[src/design/assert_macros.svh]
// assertion macros used by the design file dgcc_dp
// no dependencies
`ifndef ASSERT_MACROS_SVH
`define ASSERT_MACROS_SVH
`ifndef NO_ASSERTIONS
`define DGCC_ASSERT(lbl, clk, rstn, prop, msg) \
    lbl: assert property (@(posedge clk) disable iff (!rstn) prop) else $error(msg);
`define DGCC_NEVER(lbl, clk, rstn, expr, msg) \
    lbl: assert property (@(posedge clk) disable iff (!rstn) !(expr)) else $error(msg);
`else
`define DGCC_ASSERT(lbl, clk, rstn, prop, msg)
`define DGCC_NEVER(lbl, clk, rstn, expr, msg)
`endif
`endif

[src/design/dgcc_pkg.sv]
// types and constants of the cycle check
// no dependencies
package dgcc_pkg;
    localparam int NODE_W = 8;

    localparam logic [1:0] CLR_WHITE = 2'd0;
    localparam logic [1:0] CLR_GRAY  = 2'd1;
    localparam logic [1:0] CLR_BLACK = 2'd2;

    typedef struct packed {
        logic load;
        logic clr_start;
        logic clr_step;
        logic root_rd;
        logic root_take;
        logic root_next;
        logic scan_rd;
        logic col_rd;
        logic push;
        logic fail;
        logic pop_black;
        logic pop_rd;
        logic pop_restore;
        logic finish;
    } dgcc_cmd_t;

    typedef struct packed {
        logic overflow_now;
        logic clr_last;
        logic root_white;
        logic root_last;
        logic scan_more;
        logic edge_match;
        logic col_gray;
        logic col_white;
        logic depth_zero;
        logic out_busy;
    } dgcc_sts_t;
endpackage

[src/design/dgcc_ctrl.sv]
// controller of the cycle check: load, colour clear, depth-first walk, result
// depends on dgcc_pkg
module dgcc_ctrl import dgcc_pkg::*; (
    input  logic      aclk,
    input  logic      aresetn,
    input  logic      s_valid,
    input  logic      s_last_edge,
    output logic      s_ready,
    input  dgcc_sts_t sts,
    output dgcc_cmd_t cmd
);
    localparam logic [3:0] ST_IDLE  = 4'd0;
    localparam logic [3:0] ST_CLEAR = 4'd1;
    localparam logic [3:0] ST_ROOT  = 4'd2;
    localparam logic [3:0] ST_ROOTW = 4'd3;
    localparam logic [3:0] ST_NEXT  = 4'd4;
    localparam logic [3:0] ST_SCAN  = 4'd5;
    localparam logic [3:0] ST_EDGE  = 4'd6;
    localparam logic [3:0] ST_COLOR = 4'd7;
    localparam logic [3:0] ST_POP   = 4'd8;
    localparam logic [3:0] ST_POPW  = 4'd9;
    localparam logic [3:0] ST_DONE  = 4'd10;

    logic [3:0] state_reg, state_next;

    assign s_ready = (state_reg == ST_IDLE);

    always_comb begin
        state_next = state_reg;
        cmd        = '0;
        case (state_reg)
            ST_IDLE: begin
                if (s_valid) begin
                    cmd.load = 1'b1;
                    if (s_last_edge) begin
                        if (sts.overflow_now) begin
                            state_next = ST_DONE;
                        end else begin
                            cmd.clr_start = 1'b1;
                            state_next    = ST_CLEAR;
                        end
                    end
                end
            end
            ST_CLEAR: begin
                cmd.clr_step = 1'b1;
                if (sts.clr_last) begin
                    state_next = ST_ROOT;
                end
            end
            ST_ROOT: begin
                cmd.root_rd = 1'b1;
                state_next  = ST_ROOTW;
            end
            ST_ROOTW: begin
                if (sts.root_white) begin
                    cmd.root_take = 1'b1;
                    state_next    = ST_SCAN;
                end else begin
                    state_next = ST_NEXT;
                end
            end
            ST_NEXT: begin
                if (sts.root_last) begin
                    state_next = ST_DONE;
                end else begin
                    cmd.root_next = 1'b1;
                    state_next    = ST_ROOT;
                end
            end
            ST_SCAN: begin
                if (sts.scan_more) begin
                    cmd.scan_rd = 1'b1;
                    state_next  = ST_EDGE;
                end else begin
                    state_next = ST_POP;
                end
            end
            ST_EDGE: begin
                if (sts.edge_match) begin
                    cmd.col_rd = 1'b1;
                    state_next = ST_COLOR;
                end else begin
                    state_next = ST_SCAN;
                end
            end
            ST_COLOR: begin
                if (sts.col_gray) begin
                    cmd.fail   = 1'b1;
                    state_next = ST_DONE;
                end else begin
                    cmd.push   = sts.col_white;
                    state_next = ST_SCAN;
                end
            end
            ST_POP: begin
                cmd.pop_black = 1'b1;
                if (sts.depth_zero) begin
                    state_next = ST_NEXT;
                end else begin
                    cmd.pop_rd = 1'b1;
                    state_next = ST_POPW;
                end
            end
            ST_POPW: begin
                cmd.pop_restore = 1'b1;
                state_next      = ST_SCAN;
            end
            ST_DONE: begin
                if (!sts.out_busy) begin
                    cmd.finish = 1'b1;
                    state_next = ST_IDLE;
                end
            end
            default: state_next = ST_IDLE;
        endcase
    end

    always_ff @(posedge aclk) begin
        if (!aresetn) begin
            state_reg <= ST_IDLE;
        end else begin
            state_reg <= state_next;
        end
    end
endmodule

[config.mk]
export PLATFORM = sky130hd
export DESIGN_NAME = dgcc_ctrl
export DESIGN_NICKNAME = d
export VERILOG_FILES = /design/src/design/assert_macros.svh /design/src/design/dgcc_pkg.sv /design/src/design/dgcc_ctrl.sv
export SDC_FILE = /design/constraint.sdc
export NUM_CORES = 1
export LEC_CHECK = 0
export ABC_AREA = 1
export BUFFER_PORTS_ARGS = -buffer_cell sky130_fd_sc_hd__buf_2
export CAP_MARGIN = 20
export CORE_AREA = 2 2 39 41
export DETAILED_ROUTE_END_ITERATION = 6
export DIE_AREA = 0 0 41 43
export MAX_ROUTING_LAYER = met4
export PLACE_DENSITY = 0.72
export SLEW_MARGIN = 20
export SYNTH_ARGS = -nofsm -noshare
export SYNTH_HDL_FRONTEND = slang
export SYNTH_SLANG_ARGS = --single-unit
export TNS_END_PERCENT = 100
[constraint.sdc]
create_clock -name aclk -period 1.4 [get_ports aclk]
set_input_delay 0.14 -clock aclk [delete_from_list [all_inputs] [get_ports aclk]]
set_output_delay 0.14 -clock aclk [all_outputs]
set_load 0.01 [all_outputs]
---- Yosys cells after proc, flatten, opt, wreduce, memory -nomap -nowiden ----
Cells that the tools add are included.
storage, ports and cells
  register bits after elaboration ......... 4
  latch bits .............................. 0
  bits in writable memories ............... 0
  memory bits (read-only) ................. 0
  bits of input ports ..................... 14
  output and inout port bits .............. 15
  logic and storage cells ................. 51
  memories ................................ 0
cells by class
  add/subtract/negate cells ............... 0
  $mul .................................... 0
  div/mod/pow operators ................... 0
  order comparisons ....................... 0
  equal/unequal tests ..................... 14
  shift operators ......................... 0
  multiplexer cells ....................... 34
  bitwise gates (word level) .............. 0
  reductions and logical operators ........ 2
operators with widths
  kind                                                              number
  4-bit case mux with 11 select lines                               1
  4-bit 2-to-1 mux                                                  9
  1-bit 2-to-1 mux                                                  19
  4-bit by 3-bit == test with 1-bit output (second input constant)  4
  4-bit == test (second input constant)                             3
  2-bit 2-to-1 mux                                                  5
  4-bit by 2-bit == test with 1-bit output (second input constant)  2
  2-bit != test (second input constant)                             4
  4-bit by 1-bit == test with 1-bit output (second input constant)  1
  4-bit logical NOT                                                 1
  4-bit AND reduction                                               1

---- Depth between registers and ports, before layout ----
  depth after elaboration ................. 4
  mapped depth ............................ 9
  mapped depth without buffers ............ 9

---- Worst setup path after synthesis ----
No wires, ideal clock.
  kind .................................... reg-to-reg
  start point ............................. reg state_reg[2]
  end point ............................... reg state_reg[3]
  setup time .............................. 0.119 ns
  arrival time ............................ 0.983 ns
  required time ........................... 1.281 ns
  setup slack ............................. 0.298 ns
  cell stages (with the launch flop) ...... 9
  path buffers ............................ 0
  cell sequence ........................... dfxtp_1 inv_1 nand2_1 nor2_2 nand2_2 nand2_1 nor2_2 o21ai_1 a21oi_1
between the ends
  longest elaborated chain between the ends .. 3
  elaborated cells between the ends (all ways) .. 17
ends and longest elaborated chain
  what                                                                    line              RTL
  start, declared                                                         dgcc_ctrl.sv:24   logic [3:0] state_reg, state_next;
  start signal, assigned                                                  dgcc_ctrl.sv:123  state_reg <= state_next;
  4-bit by 1-bit == test with 1-bit output, or another cell as far along  dgcc_ctrl.sv:31   case (state_reg)
  2-bit != test (no line)                                                 n/a
  4-bit AND reduction (no line)                                           n/a
Parallel ways exist; a longest one is shown, timed or not.
A chain may end at the register's enable or synchronous reset.

==> results.sh <==
export IMPL_endpoint="cmd[0]"
export IMPL_io_buffers=28
export IMPL_leakagePower_nw=0.4495
export IMPL_clock_skew_ns=0.004604
export IMPL_antenna_found_initial=0
export IMPL_hold_buffers=0
export IMPL_slew_violations=0
export IMPL_clkSlewWorstSetupHoldPaths_ns=0.04
export IMPL_ios=29
export IMPL_ant_nets=0
export IMPL_relSlewSlack=0.7887
export IMPL_syn_nets=103
export IMPL_setup_viol=0
export IMPL_worst_ep_arrival_time_ns=1.22
export IMPL_grt_pass1_wl_mm=2.104
export IMPL_core_area_sq_um=1384
export IMPL_worstReg2RegStart="state_reg[3]"
export IMPL_yosys_warnings=0
export IMPL_place_congestion=0.9134
export IMPL_hold_path_class="primary input to flop"
export IMPL_numCtsBuffers=3
export IMPL_clock_sinks=4
export IMPL_grt_pass1_vias=524
export IMPL_cts_tree="yes"
export IMPL_synth_top_cell_by_area="inv_1"
export IMPL_ctsLongestPathBuffers=2
export IMPL_cts_setup_buffers=0
export IMPL_status="finished, final reports clean"
export IMPL_cap_violations=0
export IMPL_finalPower_mw=1.268
export IMPL_ys_seq_area_frac=0.1698
export IMPL_worstPathMaxFanout=4
export IMPL_cts_root_buf="clkbuf_4"
export IMPL_initialDrtViolationCount=16
export IMPL_synth_top_cell_area_share=0.1830
export IMPL_syn_area_sq_um=471.7
export IMPL_areaGrowthSynthToFinish_pct=42.44
export IMPL_num_antenna_cells=0
export IMPL_vdd_drop_max_mv=1.036
export IMPL_sw_frac_of_total=0.5368
export IMPL_power_frac_seq=0.208
export IMPL_switchingPower_mw=0.6808
export IMPL_ys_types=18
export IMPL_vias=647
export IMPL_clock_latency_ns=0.24
export IMPL_p_int_mw=0.5874
export IMPL_reg2reg_depth=7
export IMPL_initial_core_util=0.3409
export IMPL_syn_inst=89
export IMPL_worstPathRequired_ns=1.26
export IMPL_max_stage_delay_ns=0.38
export IMPL_dp_hpwl_mm=1.062
export IMPL_grt_use_total=0.1770
export IMPL_crit_start="state_reg[3]"
export IMPL_syn_avg_cell_area_sq_um=5.300
export IMPL_crit_chain="inv_1, nor2_2, nand2_1, nor2_1, buf_2"
export IMPL_dp_cells=133
export IMPL_die_area_sq_um=1763
export IMPL_ys_seq_elements=4
export IMPL_timing_hold_violations_final=0
export IMPL_fmax_ghz=0.7378
export IMPL_dieHeight_um=43
export IMPL_power_density_nw_per_um2=1887
export IMPL_htreeDepth=1
export IMPL_worst_setup_path_end_kind="output port"
export IMPL_grt_overflow=0
export IMPL_setup_tns_ns=0
export IMPL_start_kind="flop"
export IMPL_viasPerCell=4.757
export IMPL_worst_slack_ns=0.04457
export IMPL_fin_cells=136
export IMPL_fin_nets=136
export IMPL_drt_wl_total_mm=1.346
export IMPL_place_ws_ns=0.1250
export IMPL_rsz0062_at_grt="no"
export IMPL_drc=0
export IMPL_hold_ws_ns=0.1672
export IMPL_pwr_share_clk=0.117
export IMPL_synth_area_top_cells="inv_1, nand2_1, dfxtp_1"
export IMPL_reg2reg_setup_slack_ns=0.14
export IMPL_hold_start="sts[8]"
export IMPL_comb_power_share=0.675
export IMPL_drive_above_1_share=0.3833
export IMPL_r2r_end="state_reg[3]"
export IMPL_finalWorstPathRequiredPeriod_ns=1.355
export IMPL_fill_cells=155
export IMPL_tightest_slew_ns=0.3156
export IMPL_die_width_um=41
export IMPL_critPathKind="flop to output port"
export IMPL_drtPass1Iterations=4
export IMPL_wl_per_cell_um=9.897
export IMPL_largest_reg_flops=4
export IMPL_crit_slowest_cell="dfxtp_2"
export IMPL_post_route_period_util=0.9682
export IMPL_grt_max_degree=8
export IMPL_num_rows=14
[cell usage after synthesis]
cell type,number
nor2_1,10
nor2_4,1
a31oi_1,1
o211ai_1,1
nor3_1,2
nand3b_1,1
nand3_1,7
nand2_2,1
o21ai_1,1
o21ai_0,1
dfxtp_1,4
and2_1,1
inv_1,23
a21oi_1,3
nor2_2,6
a21oi_2,1
nand3_2,2
nand2_1,23
[what timing repair did]
item,in CTS,in global routing
endpoints found under the hold margin,0,0
pin swaps,0,1
endpoints found under the setup margin,1,10
gates cloned,0,0
resized for setup,2,5
[cell families after synthesis]
logic type             after synthesis  synth area share
AND/OR/NAND/NOR                     54            0.5464
buffers and inverters               23            0.1830
AO/OA/AOI/OAI                        8            0.1008
flip-flops                           4            0.1698
[metal layers]
| layer | wire [um] | up-vias | global-route usage | share of wire |
|---|---|---|---|---|
| met1 | 523 | 277 | 0.2251 | 0.39 |
| met2 | 696 | 36 | 0.2813 | 0.52 |
| met5 | 0 | - | - | 0 |
| met3 | 109 | 2 | 0.01571 | 0.081 |
| li1 | - | 332 | - | - |
| met4 | 17 | 0 | 0.06000 | 0.013 |
[worst max-delay path: cells and delay by family (launching register included)]
kind          cells  cell delay (ns)
flops             1             0.38
simple gates      3             0.37
buf+inv           2             0.22
[power groups by stage]
stage / Combinational, mW / Sequential, mW / Clock (mW)
after floorplan: 0.602 / 0.216 / 0
after global placement: 0.811 / 0.229 / 0
after detailed placement: 0.828 / 0.229 / 0
after CTS: 0.840 / 0.240 / 0.148
after global routing: 0.981 / 0.272 / 0.157
final: 0.856 / 0.264 / 0.148
[how the worst min path moves through the flow]
stage	depth (start not counted)	slack, ns	to
after floorplan	2	0.31	state_reg[0]
after CTS	4	0.18	state_reg[0]
after global routing	4	0.19	state_reg[0]
after detailed placement	4	0.42	state_reg[0]
final	4	0.17	state_reg[0]
after global placement	3	0.42	state_reg[0]
[area by class of cell]
cell class                      instances  area, sq um  area share
Multi-Input combinational cell         62        315.3      0.4693
Timing Repair Buffer                   28        140.1      0.2086
Sequential cell                         4        87.58      0.1304
Inverter                               23        86.33      0.1285
Clock buffer                            3        22.52     0.03352
Tap cell                               16        20.02     0.02980
[metrics by stage]
step	utilization	area [sq um]
after CTS	0.4774	660.6
after global routing	0.4855	671.9
after global placement	0.4566	631.9
final	0.4855	671.9
after detailed placement	0.4566	631.9
after floorplan	-	471.7
[layout by cell type (no fill, tap or decap)]
cell type  synthesis  final
a21oi_1            3      3
a21oi_2            1      1
a31oi_1            1      1
and2_1             1      1
buf_2              0     28
clkbuf_4           0      3
dfxtp_2            0      3
dfxtp_4            0      1
inv_1             23     23
nand2_1           23     23
nand2_2            1      1
nand3_1            7      7
nand3_2            2      2
nand3b_1           1      1
nor2_1            10     10
nor2_2             6      4
nor2_4             1      3
nor3_1             2      2
o211ai_1           1      1
o21ai_0            1      1
o21ai_1            1      1
Note: power is estimated with default switching activity, not from simulation.
